--- src/design/mfe_pkg.sv ---
// Shared types, constants and the CRC-8 byte update for the message frame encoder.
package mfe_pkg;

   // Input beat: eight message bytes and the polling round.
   typedef struct packed {
      logic [63:0] payload;
      logic [7:0]  round_number;
   } req_type;

   // Output beat: one bus byte and its end-of-sequence mark.
   typedef struct packed {
      logic [7:0] out_byte;
      logic       last_byte;
   } rsp_type;

   // Classified message waiting between the front and back parts.
   typedef struct packed {
      logic [63:0] payload;
      logic        rnd_hi;
      logic        rnd_lo;
      logic        empty;
   } job_type;

   localparam logic [7:0] CMD_EMPTY = 8'h70;
   localparam logic [7:0] CMD_SEND  = 8'h78;
   localparam logic [7:0] SIZE_BYTE = 8'h01;
   localparam logic [7:0] CRC_POLY  = 8'h8C;

   // Byte positions within a frame.
   localparam logic [3:0] POS_CMD     = 4'd0;
   localparam logic [3:0] POS_SIZE    = 4'd1;
   localparam logic [3:0] POS_RND_HI  = 4'd2;
   localparam logic [3:0] POS_RND_LO  = 4'd3;
   localparam logic [3:0] POS_PAY_0   = 4'd4;
   localparam logic [3:0] POS_CRC     = 4'd12;

   // Reflected CRC-8, one byte, LSB first.
   function automatic logic [7:0] crc8_byte(input logic [7:0] crc_in, input logic [7:0] data);
      logic [7:0] crc;
      logic [7:0] dat;
      logic       mix;
      crc = crc_in;
      dat = data;
      for (int k = 0; k < 8; k++) begin
         mix = crc[0] ^ dat[0];
         crc = crc >> 1;
         if (mix) begin
            crc = crc ^ CRC_POLY;
         end
         dat = dat >> 1;
      end
      return crc;
   endfunction

endpackage

--- src/design/mfe_front.sv ---
// Front part: accepts messages, flags empty ones and queues them for the serializer.
module mfe_front import mfe_pkg::*; (
   input  logic    clock,
   input  logic    reset,
   input  logic    req_valid,
   output logic    req_stall,
   input  req_type req_data,
   output logic    job_valid,
   output job_type job_data,
   input  logic    job_pop
);

   job_type    queue_ff [2];
   logic       wr_ptr_ff, wr_ptr_in;
   logic       rd_ptr_ff, rd_ptr_in;
   logic [1:0] count_ff, count_in;
   logic       push;
   logic       pop;
   job_type    job_new;

   assign req_stall = (count_ff == 2'd2);
   assign push      = req_valid && !req_stall;
   assign job_valid = (count_ff != 2'd0);
   assign pop       = job_pop && job_valid;
   assign job_data  = queue_ff[rd_ptr_ff];

   always_comb begin
      job_new.payload = req_data.payload;
      job_new.rnd_hi  = req_data.round_number[4];
      job_new.rnd_lo  = req_data.round_number[0];
      job_new.empty   = (req_data.payload == 64'd0);
      wr_ptr_in = push ? ~wr_ptr_ff : wr_ptr_ff;
      rd_ptr_in = pop  ? ~rd_ptr_ff : rd_ptr_ff;
      count_in  = count_ff + {1'b0, push} - {1'b0, pop};
   end

   always_ff @(posedge clock) begin
      if (reset) begin
         wr_ptr_ff <= 1'b0;
         rd_ptr_ff <= 1'b0;
         count_ff  <= 2'd0;
      end else begin
         wr_ptr_ff <= wr_ptr_in;
         rd_ptr_ff <= rd_ptr_in;
         count_ff  <= count_in;
      end
   end

   always_ff @(posedge clock) begin
      if (push) begin
         queue_ff[wr_ptr_ff] <= job_new;
      end
   end

endmodule

--- src/design/mfe_back.sv ---
// Back part: walks a queued message out byte by byte with a running CRC-8.
module mfe_back import mfe_pkg::*; (
   input  logic    clock,
   input  logic    reset,
   input  logic    job_valid,
   input  job_type job_data,
   output logic    job_pop,
   output logic    rsp_valid,
   input  logic    rsp_stall,
   output rsp_type rsp_data
);

   logic [3:0] pos_ff, pos_in;
   logic [7:0] crc_ff, crc_in;
   logic       rsp_valid_ff, rsp_valid_in;
   rsp_type    rsp_data_ff, rsp_data_in;
   logic       advance;
   logic [7:0] cur_byte;
   logic       cur_last;
   logic [3:0] pay_pos;
   logic [2:0] pay_idx;

   assign advance   = job_valid && (!rsp_valid_ff || !rsp_stall);
   assign pay_pos   = pos_ff - POS_PAY_0;
   assign pay_idx   = pay_pos[2:0];
   assign cur_last  = job_data.empty || (pos_ff == POS_CRC);
   assign job_pop   = advance && cur_last;
   assign rsp_valid = rsp_valid_ff;
   assign rsp_data  = rsp_data_ff;

   always_comb begin
      case (pos_ff)
         POS_CMD:    cur_byte = job_data.empty ? CMD_EMPTY : CMD_SEND;
         POS_SIZE:   cur_byte = SIZE_BYTE;
         POS_RND_HI: cur_byte = {7'd0, job_data.rnd_hi};
         POS_RND_LO: cur_byte = {3'd0, job_data.rnd_lo, 4'd0};
         POS_CRC:    cur_byte = crc_ff;
         default:    cur_byte = job_data.payload[pay_idx*8 +: 8];
      endcase
   end

   always_comb begin
      pos_in       = pos_ff;
      crc_in       = crc_ff;
      rsp_valid_in = rsp_valid_ff;
      rsp_data_in  = rsp_data_ff;
      if (advance) begin
         rsp_valid_in          = 1'b1;
         rsp_data_in.out_byte  = cur_byte;
         rsp_data_in.last_byte = cur_last;
         if (cur_last) begin
            pos_in = POS_CMD;
            crc_in = 8'd0;
         end else begin
            pos_in = pos_ff + 4'd1;
            crc_in = crc8_byte(crc_ff, cur_byte);
         end
      end else if (!rsp_stall) begin
         // drop the beat once taken
         rsp_valid_in = 1'b0;
      end
   end

   always_ff @(posedge clock) begin
      if (reset) begin
         pos_ff       <= POS_CMD;
         crc_ff       <= 8'd0;
         rsp_valid_ff <= 1'b0;
      end else begin
         pos_ff       <= pos_in;
         crc_ff       <= crc_in;
         rsp_valid_ff <= rsp_valid_in;
      end
   end

   always_ff @(posedge clock) begin
      rsp_data_ff <= rsp_data_in;
   end

endmodule

--- src/design/message_frame_encoder_crc8.sv ---
// Message frame encoder: turns one 8-byte message into its bus byte sequence.
//
// Request channel (req_valid/req_stall/req_data) takes one message per beat:
// the 64-bit payload and the round number. A message whose payload is all
// zero gives a single result byte 0x70. Any other message gives a 13-byte
// frame: 0x78, 0x01, round bit 4, round bit 0 shifted to bit 4, the eight
// payload bytes lowest first, then a reflected CRC-8 (poly 0x8C, init 0)
// over the twelve bytes before it. The final byte carries last_byte = 1.
// An accepted message is written into the queue, and its first byte is then
// registered in the back part's output register. Throughput: one result byte
// per cycle while rsp_stall is low, set by the byte serializer in the back part.
// A two-entry queue sits between the input and the serializer, so new
// messages are accepted while a frame is still going out.
// When rsp_stall is high the current byte holds; the serializer pauses and
// req_stall rises once the queue is full. Reset empties the queue and drops
// any byte in flight.
module message_frame_encoder_crc8 import mfe_pkg::*; (
   input  logic    clock,
   input  logic    reset,
   input  logic    req_valid,
   output logic    req_stall,
   input  req_type req_data,
   output logic    rsp_valid,
   input  logic    rsp_stall,
   output rsp_type rsp_data
);

   logic    job_valid;
   job_type job_data;
   logic    job_pop;

   mfe_front u_front (
      .clock     (clock),
      .reset     (reset),
      .req_valid (req_valid),
      .req_stall (req_stall),
      .req_data  (req_data),
      .job_valid (job_valid),
      .job_data  (job_data),
      .job_pop   (job_pop)
   );

   mfe_back u_back (
      .clock     (clock),
      .reset     (reset),
      .job_valid (job_valid),
      .job_data  (job_data),
      .job_pop   (job_pop),
      .rsp_valid (rsp_valid),
      .rsp_stall (rsp_stall),
      .rsp_data  (rsp_data)
   );

endmodule

--- config.mk ---
export PLATFORM = sky130hd
export DESIGN_NAME = message_frame_encoder_crc8
export DESIGN_NICKNAME = d
export VERILOG_FILES = /design/src/design/mfe_pkg.sv /design/src/design/mfe_front.sv /design/src/design/mfe_back.sv /design/src/design/message_frame_encoder_crc8.sv
export SDC_FILE = /design/constraint.sdc
export NUM_CORES = 1
export LEC_CHECK = 0
export ABC_AREA = 1
export BUFFER_PORTS_ARGS = -buffer_cell sky130_fd_sc_hd__buf_4
export CORE_MARGIN = 2
export CORE_UTILIZATION = 53
export DETAILED_ROUTE_END_ITERATION = 8
export PLACE_DENSITY = 0.76
export SLEW_MARGIN = 15
export SYNTH_ARGS = -nofsm -noshare
export SYNTH_HDL_FRONTEND = slang
export SYNTH_HIERARCHICAL = 1
export SYNTH_SLANG_ARGS = --single-unit
--- constraint.sdc ---
create_clock -name clock -period 3.8 [get_ports clock]
set_input_delay 0.57 -clock clock [delete_from_list [all_inputs] [get_ports clock]]
set_output_delay 0.57 -clock clock [all_outputs]
set_load 0.01 [all_outputs]
==> results of run 1 <==
[cell families after synthesis]
group           after synthesis  synth area share [%]
simple gates                326                  18.8
fa+ha+maj                     6                 0.981
buf+inv                      88                  4.94
flops                       161                  60.9
mux                          67                  11.3
compound gates               27                  2.00
xor+xnor                      6                  1.05
[how the worst max path moves through the flow]
stage | from | endpoint | slack, ns
global route | flip-flop | u_back/crc_ff[2]$_SDFFE_PP0P_ | 0.64
global placement | flip-flop | u_back/crc_ff[2]$_SDFFE_PP0P_ | 1.0
detailed placement | flip-flop | u_back/crc_ff[2]$_SDFFE_PP0P_ | 0.94
CTS | flip-flop | u_back/crc_ff[2]$_SDFFE_PP0P_ | 0.92
floorplan | req_valid | u_front/queue_ff[1][0]$_DFFE_PP_ | 0.97
finish | flip-flop | u_back/crc_ff[2]$_SDFFE_PP0P_ | 0.90
[metrics by stage]
| stage | util (%) | power (mW) | std cells | setup WS [ns] |
|---|---|---|---|---|
| global route | 64.4 | 6.90 | 959 | 0.638 |
| detailed placement | 60.3 | 4.85 | 928 | 0.941 |
| finish | 64.4 | 6.47 | 959 | 0.896 |
| global placement | 60.3 | 4.77 | 928 | 0.995 |
| floorplan | - | 4.27 | 681 | 0.968 |
| CTS | 64.4 | 6.49 | 959 | 0.923 |
[cell type report]
type                    instances  area [um^2]
well taps                     180          225
clock inverters                13          138
multi-input cells             432         2630
flip-flops and latches        161         4660
fillers                      1095         4990
clock buffers                  18          429
inverters                      68          255
repair buffers                 87          666
[power groups by stage]
| stage | clock [mW] | combinational, mW | sequential [mW] |
|---|---|---|---|
| global placement | 0 | 2.29 | 2.48 |
| CTS | 1.66 | 2.37 | 2.47 |
| global route | 1.73 | 2.67 | 2.50 |
| detailed placement | 0 | 2.35 | 2.50 |
| finish | 1.63 | 2.38 | 2.47 |
| floorplan | 0 | 1.80 | 2.48 |
[routing by layer]
layer	global-route usage (%)	wire length [um]	vias to the layer above
met2	35.7	7790	163
met5	0	0	-
met4	8.99	284	0
li1	-	-	2486
met1	27.6	6610	2380
met3	4.53	757	21
[state kept, by name, summed over array words and instances, names as in the netlist, named ones only]
signal             count
u_front/wr_ptr_ff      1
u_back/crc_ff          8
u_front/rd_ptr_ff      1
u_back/pos_ff          4
u_front/queue_ff     134
u_back/rsp_valid       1
u_back/rsp_data        9
u_front/count_ff       2
[Yosys cell counts, drive strengths merged, types with 5 or more instances]
master / count
nand2: 180
edfxtp: 143
inv: 68
mux2: 67
nand3: 66
nor2: 63
dfxtp: 18
buf: 16
a21oi: 11
o21ai: 10
ha: 6
nand4: 6
nor3b: 5
==> metrics.md, run 1 <==
| Metric | Value |
|---|---|
| CP Buf/Inv Count | `3` |
| H-tree levels | `4` |
| Post-Synthesis Mean Instance Area | `~11 um^2` |
| Leakage | `3.67 nW` |
| Final setup vio count | `0` |
| Hold buffers post-CTS | `0` |
| Clock power frac | `25.2%` |
| Max-Cap Viols | `0` |
| R2R Path End | `u_back/crc_ff[2]$_SDFFE_PP0P_` |
| EDFF count, synth | `between 100 and 150` |
| Longest Clk Path Bufs | `2` |
| CTS tree | `built` |
| Async SR Flop Fraction | `0%` |
| Mapped Cells | `681` |
| Final wirelength | `~15 mm` |
| Die Ht | `124 um` |
| Post-route ant nets | `0` |
| Switching Share | `approximately a third` |
| # DRC | `0` |
| Synth warnings | `6` |
| Initial antenna violation count | `0` |
| Worst Path Required | `around 4.1 ns` |
| Top-area cell type share of the netlist area | `around 56%` |
| Max Slew Vio Count | `0` |
| Crit path capture type | `flip-flop` |
| Top cell type by total area after synthesis | `edfxtp_1` |
| Worst VDD drop | `0.000338 V` |
| Comb power frac | `36.7%` |
| Grt ovf | `0` |
| R2r worst-path depth | `19` |
| Fin area | `roughly 9000 um^2` |
| FMAX | `344 MHz` |
| R2R Setup Slk | `roughly 0.90 ns` |
| Largest cells by area after synthesis | `edfxtp_1 (56%), nand2_1 (8.3%), mux2_4 (5.9%)` |
| Final Hold Vio Count | `0` |
| Hpwl dp | `10.5 mm` |
| Hold/Removal Path Class | `primary input to flip-flop` |
| CTS sink cnt | `roughly 160` |
| Critical path class | `flip-flop to flip-flop` |
| Crit-path max FO | `34` |
| Reg power frac | `a little under two fifths` |
| Top Family by Delay on Critical Path | `simple AND/OR/NAND/NOR gates` |
| First-pass GRT wire length | `between 20 and 25 mm` |
| Internal | `about 4.2 mW` |
| Worst hold slack | `about 0.35 ns` |
| Post-Syn Area | `around 7600 um^2` |
| GPL Wtd Cong | `0.873` |
| Hold Startpoint | `req_data[55]` |
| # rows | `43` |
| Clk Latency, worst-skew pair | `between 0.4 and 0.5 ns` |
| Vias in the first global route | `slightly above 5000` |
| Commonest non-fill, non-tap cell in the layout | `nand2_1` |
| P&R area growth vs syn | `17.7%` |
| Register area share after synthesis | `between 60% and 70%` |
| Via Count | `5050` |
| Largest net degree at the start of global routing | `around 70` |
| Clock Tree Root | `clkbuf_16` |
| RSZ-0062 raised after global routing | `no` |
| I/O pin count | `87` |
| DRT Pass-1 Iters | `5` |
| Nets@finish | `849` |
| Fin Clk Skew | `0.00922 ns` |
| Switching power total | `~2.3 mW` |
| Total Routing Usage GR | `a little over a fifth` |
| Arr. time, crit path | `approximately 3.2 ns` |
| Synth cell types | `36` |
| Top FF cell, synth | `edfxtp_1` |
| Core ar. | `~14000 um^2` |
| Critical Path Most Common Cell | `nand2_1` |
| Diode count | `0` |
| Most frequent cells in the layout | `nand2_1 (170), edfxtp_1 (143), buf_4 (86)` |
| IO Port Bufs | `80` |
| Largest stage delay on the critical path | `between 0.6 and 0.7 ns` |
| Clock Pin Slew Worst Setup and Hold Paths | `about 0.060 ns` |
| Number of synthesized register bits | `around 160` |
| Post-CTS setup buffer count | `0` |
| Crit path depth | `19` |
| Layout cells sized above 1 | `between 20 and 30%` |
| Worst Hold Path EP | `u_front/queue_ff[1][50]$_DFFE_PP_` |
| DIE AREA | `15400 um^2` |
| Cts repair resizes | `0` |
| Initial Utilization | `54.7%` |
| Worst-Margin Slew | `just over 0.9 ns` |
| Die Wd | `124 um` |
| Hold depth | `1` |
| DRT iter0 DRCs | `just under 500` |
| Placed Area | `about 8400 um^2` |
| Vias/cell | `about 5.3` |
| Slew Limit Headroom | `38.8%` |
| Critical-path cell list | `buf_12, mux2_4, inv_1, nand2_1, nand3_1, nand3_1, nand3_2, nand2_2, nand2_1, nand2_1, nand2_1, inv_2, nor2_2, nand2_1, nand2_1, nand2_1, nand2_1, nand2_1, a21oi_1` |
| Setup_tns | `0 ns` |
| Status | `complete, no violations` |
| Post-Syn Nets | `763` |
| Startpoint types | `flip-flop` |
| Slowest stage cell, crit path | `dfxtp_4` |
| PD cells | `about 720 nW/um^2` |
| Fin crit period | `2.90 ns` |
| Period Utilization, post-route | `between 70% and 80%` |
| Drt wl/cell | `16.1 um` |
| CTS buffer count | `17` |
No activity file was read; power rests on OpenSTA's default activity.
==> inputs of run 2 (changes only) <==
==> constraint.sdc (replaced) <==
create_clock -name clock -period 2.34 [get_ports clock]
set_input_delay 0.351 -clock clock [delete_from_list [all_inputs] [get_ports clock]]
set_output_delay 0.351 -clock clock [all_outputs]
set_load 0.01 [all_outputs]
==> run 2 against run 1 <==
Effect of this change:
- highest routed layer unchanged
- register-to-register slack got worse by 1.0 ns
- combinational power increased by 130%
- first-iteration DRC count decreased by 12%
- worst setup slack got worse by 1.0 ns
- largest power group is now combinational cells
- critical path depth increased by 1
- power increased by 92%
- sequential share of layout area decreased by 5.5 points
- clock power increased by 74%
- sequential power increased by 62%
- final cell count increased by 5.5%
- the run now ends with setup timing left
- largest cell class unchanged
- global-route usage increased by 0.64 points
==> metrics.md, run 2 (synthesized netlist as in run 1, its figures left out) <==
| Metric | Value |
|---|---|
| Status | `complete, but fails checks (was complete, no violations)` |
| Failing checks | `setup timing` |
| First-pass GRT wire length | `25.3 mm (was 24.7 mm)` |
| Clock Tree Root | `clkbuf_16 (unchanged)` |
| Final wirelength | `17.9 mm (was 15.4 mm)` |
| Critical-path cell list | `buf_8, buf_12, buf_4, mux2_4, nand2_1, nand3_1, nand3_2, nand3_4, nand2_4, nand2_1, nand2_1, nand2_1, nand2_2, nand2_2, nand2_4, nand2_2, nand2_1, nand2_1, nand2_1, a21oi_1 (was buf_12, mux2_4, inv_1, nand2_1, nand3_1, nand3_1, nand3_2, nand2_2, nand2_1, nand2_1, nand2_1, inv_2, nor2_2, nand2_1, nand2_1, nand2_1, nand2_1, nand2_1, a21oi_1)` |
| Slew Limit Headroom | `65.5% (was 38.8%)` |
| Hold buffers post-CTS | `0 (unchanged)` |
| Max Slew Vio Count | `0 (unchanged)` |
| Die Ht | `124 um (unchanged)` |
| CTS buffer count | `17 (unchanged)` |
| Nets@finish | `902 (was 849)` |
| Initial Utilization | `54.7% (unchanged)` |
| Vias in the first global route | `5270 (was 5080)` |
| Core ar. | `14000 um^2 (unchanged)` |
| Critical path class | `flip-flop to flip-flop (unchanged)` |
| Longest Clk Path Bufs | `2 (unchanged)` |
| Setup_tns | `-0.535 ns (was 0 ns)` |
| Vias/cell | `5.46 (was 5.27)` |
| DRT Pass-1 Iters | `5 (unchanged)` |
| DRT iter0 DRCs | `430 (was 491)` |
| Slowest stage cell, crit path | `dfxtp_4 (unchanged)` |
| Post-route ant nets | `0 (unchanged)` |
| Largest stage delay on the critical path | `0.37 ns (was 0.66 ns)` |
| Worst setup margin | `-0.107 ns (was 0.896 ns)` |
| PD cells | `1230 nW/um^2 (was 719 nW/um^2)` |
| Startpoint types | `flip-flop (unchanged)` |
| GPL Wtd Cong | `0.874 (was 0.873)` |
| Final setup vio count | `7 (was 0)` |
| Worst VDD drop | `0.000658 V (was 0.000338 V)` |
| Worst Path Required | `2.65 ns (was 4.14 ns)` |
| FMAX | `409 MHz (was 344 MHz)` |
| Clock Pin Slew Worst Setup and Hold Paths | `0.06 ns (about the same)` |
| Largest net degree at the start of global routing | `69 (unchanged)` |
| Diode count | `0 (unchanged)` |
| Grt ovf | `0 (unchanged)` |
| Arr. time, crit path | `2.76 ns (was 3.24 ns)` |
| Layout cells sized above 1 | `42.3% (was 27.3%)` |
| Drt wl/cell | `17.7 um (was 16.1 um)` |
| Max FFs per register | `134 (unchanged)` |
| Final Hold Vio Count | `0 (unchanged)` |
| Critical Path Most Common Cell | `nand2_1 (unchanged)` |
| CP Buf/Inv Count | `3 (unchanged)` |
| I/O pin count | `87 (unchanged)` |
| P&R area growth vs syn | `31.8% (was 17.7%)` |
| # DRC | `0 (unchanged)` |
| RSZ-0062 raised after global routing | `yes (was no)` |
| Initial antenna violation count | `0 (unchanged)` |
| CTS sink cnt | `161 (unchanged)` |
| Crit-path max FO | `5 (was 34)` |
| Fillers | `890 (was 1095)` |
| Fin Clk Skew | `0.0104 ns (was 0.00922 ns)` |
| CTS tree | `built (unchanged)` |
| Die Wd | `124 um (unchanged)` |
| Top Family by Delay on Critical Path | `simple AND/OR/NAND/NOR gates (unchanged)` |
| IO Port Bufs | `80 (unchanged)` |
| DIE AREA | `15400 um^2 (unchanged)` |
| Biggest register | `u_front/queue_ff (unchanged)` |
| Commonest non-fill, non-tap cell in the layout | `edfxtp_1 (was nand2_1)` |
| Worst-Margin Slew | `0.515 ns (was 0.918 ns)` |
| # rows | `43 (unchanged)` |
| Hpwl dp | `10.9 mm (was 10.5 mm)` |
| Total Routing Usage GR | `22.2% (was 21.5%)` |
| Hold/Removal Path Class | `primary input to flip-flop (unchanged)` |
| Period Utilization, post-route | `105% (was 76.4%)` |
| Leakage | `4.13 nW (was 3.67 nW)` |
| Placed cell count | `951 (was 928)` |
| H-tree levels | `4 (unchanged)` |
| Max-Cap Viols | `0 (unchanged)` |
| Via Count | `5529 (was 5050)` |
| Most frequent cells in the layout | `edfxtp_1 (143), nand2_1 (126), buf_4 (122) (was nand2_1 (170), edfxtp_1 (143), buf_4 (86))` |
| Clk Latency, worst-skew pair | `0.43 ns (was 0.41 ns)` |
| Final cell count without fillers | `1012 (was 959)` |
| Fin crit period | `2.45 ns (was 2.90 ns)` |
| Crit path capture type | `flip-flop (unchanged)` |
| Tot Pwr | `12.4 mW (was 6.47 mW)` |
run 2: changes by cell type in the layout (fill, tap and decap cells not counted), moves of 12 or more:
cell / previous run / this run
nand2_2: 8 / 40
nand2_1: 170 / 126
nand3_1: 60 / 29
buf_4: 86 / 122
nand3_2: 6 / 28
nand2_4: 2 / 14
run 2: layer usage:
metal | part of all wire (%) | vias to the layer above | global-route usage, %
met2 | 52 | 235 | 37.9
li1 | - | 2600 | -
met1 | 38 | 2657 | 26.5
met5 | 0 | - | 0
met3 | 6.6 | 37 | 4.72
met4 | 2.9 | 0 | 11.2
run 2: through the flow:
stage	hold slack (ns)	instance area, um^2	utilization, %	setup WS [ns]
finish	0.115	10100	72.1	-0.107
global route	0.0978	10100	72.1	-0.240
CTS	0.101	9350	66.8	-0.0673
detailed placement	0.487	8670	62.0	-0.103
global placement	0.477	8670	62.0	-0.0808
floorplan	0.422	7670	-	0.0157
run 2: area by class of cell:
class | instances | area, um^2 | share of cell area (%)
repair buffers | 140 | 1240 | 12.3
clock buffers | 20 | 437 | 4.33
well taps | 180 | 225 | 2.23
flip-flops and latches | 161 | 4670 | 46.3
multi-input cells | 432 | 3100 | 30.7
clock inverters | 11 | 164 | 1.63
inverters | 68 | 258 | 2.56
run 2: final timing paths:
path	startpoint	endpoint	slack, ns	depth (start not counted)
max	flip-flop	u_back/crc_ff[2]$_SDFFE_PP0P_	-0.11	20
min	req_data[23]	u_front/queue_ff[1][18]$_DFFE_PP_	0.11	1
max reg2reg	flip-flop	u_back/crc_ff[2]$_SDFFE_PP0P_	-0.11	20
min reg2reg	u_back/rsp_valid$_SDFFE_PP0P_	u_back/rsp_valid$_SDFFE_PP0P_	0.49	2
run 2: what timing repair did:
item / in CTS / in global routing
endpoints found under the setup margin: 8 / 9
setup buffers: 3 / 20
cloned: 0 / 7
gates resized for setup: 15 / 114
pin swaps: 1 / 52
run 2: power by group:
part / internal (mW) / switching, mW
Combinational: 2.39 / 3.18
Clock: 1.77 / 1.07
Sequential: 3.77 / 0.224
run 2: worst register-to-register path, stage by stage (launching register included):
cell,delay [ns]
dfxtp_4,0.37
buf_8,0.14
buf_12,0.13
buf_4,0.13
mux2_4,0.30
nand2_1,0.08
nand3_1,0.10
nand3_2,0.10
nand3_4,0.11
nand2_4,0.11
nand2_1,0.05
nand2_1,0.09
nand2_1,0.09
nand2_2,0.08
nand2_2,0.08
nand2_4,0.09
nand2_2,0.05
nand2_1,0.05
nand2_1,0.05
nand2_1,0.06
a21oi_1,0.06
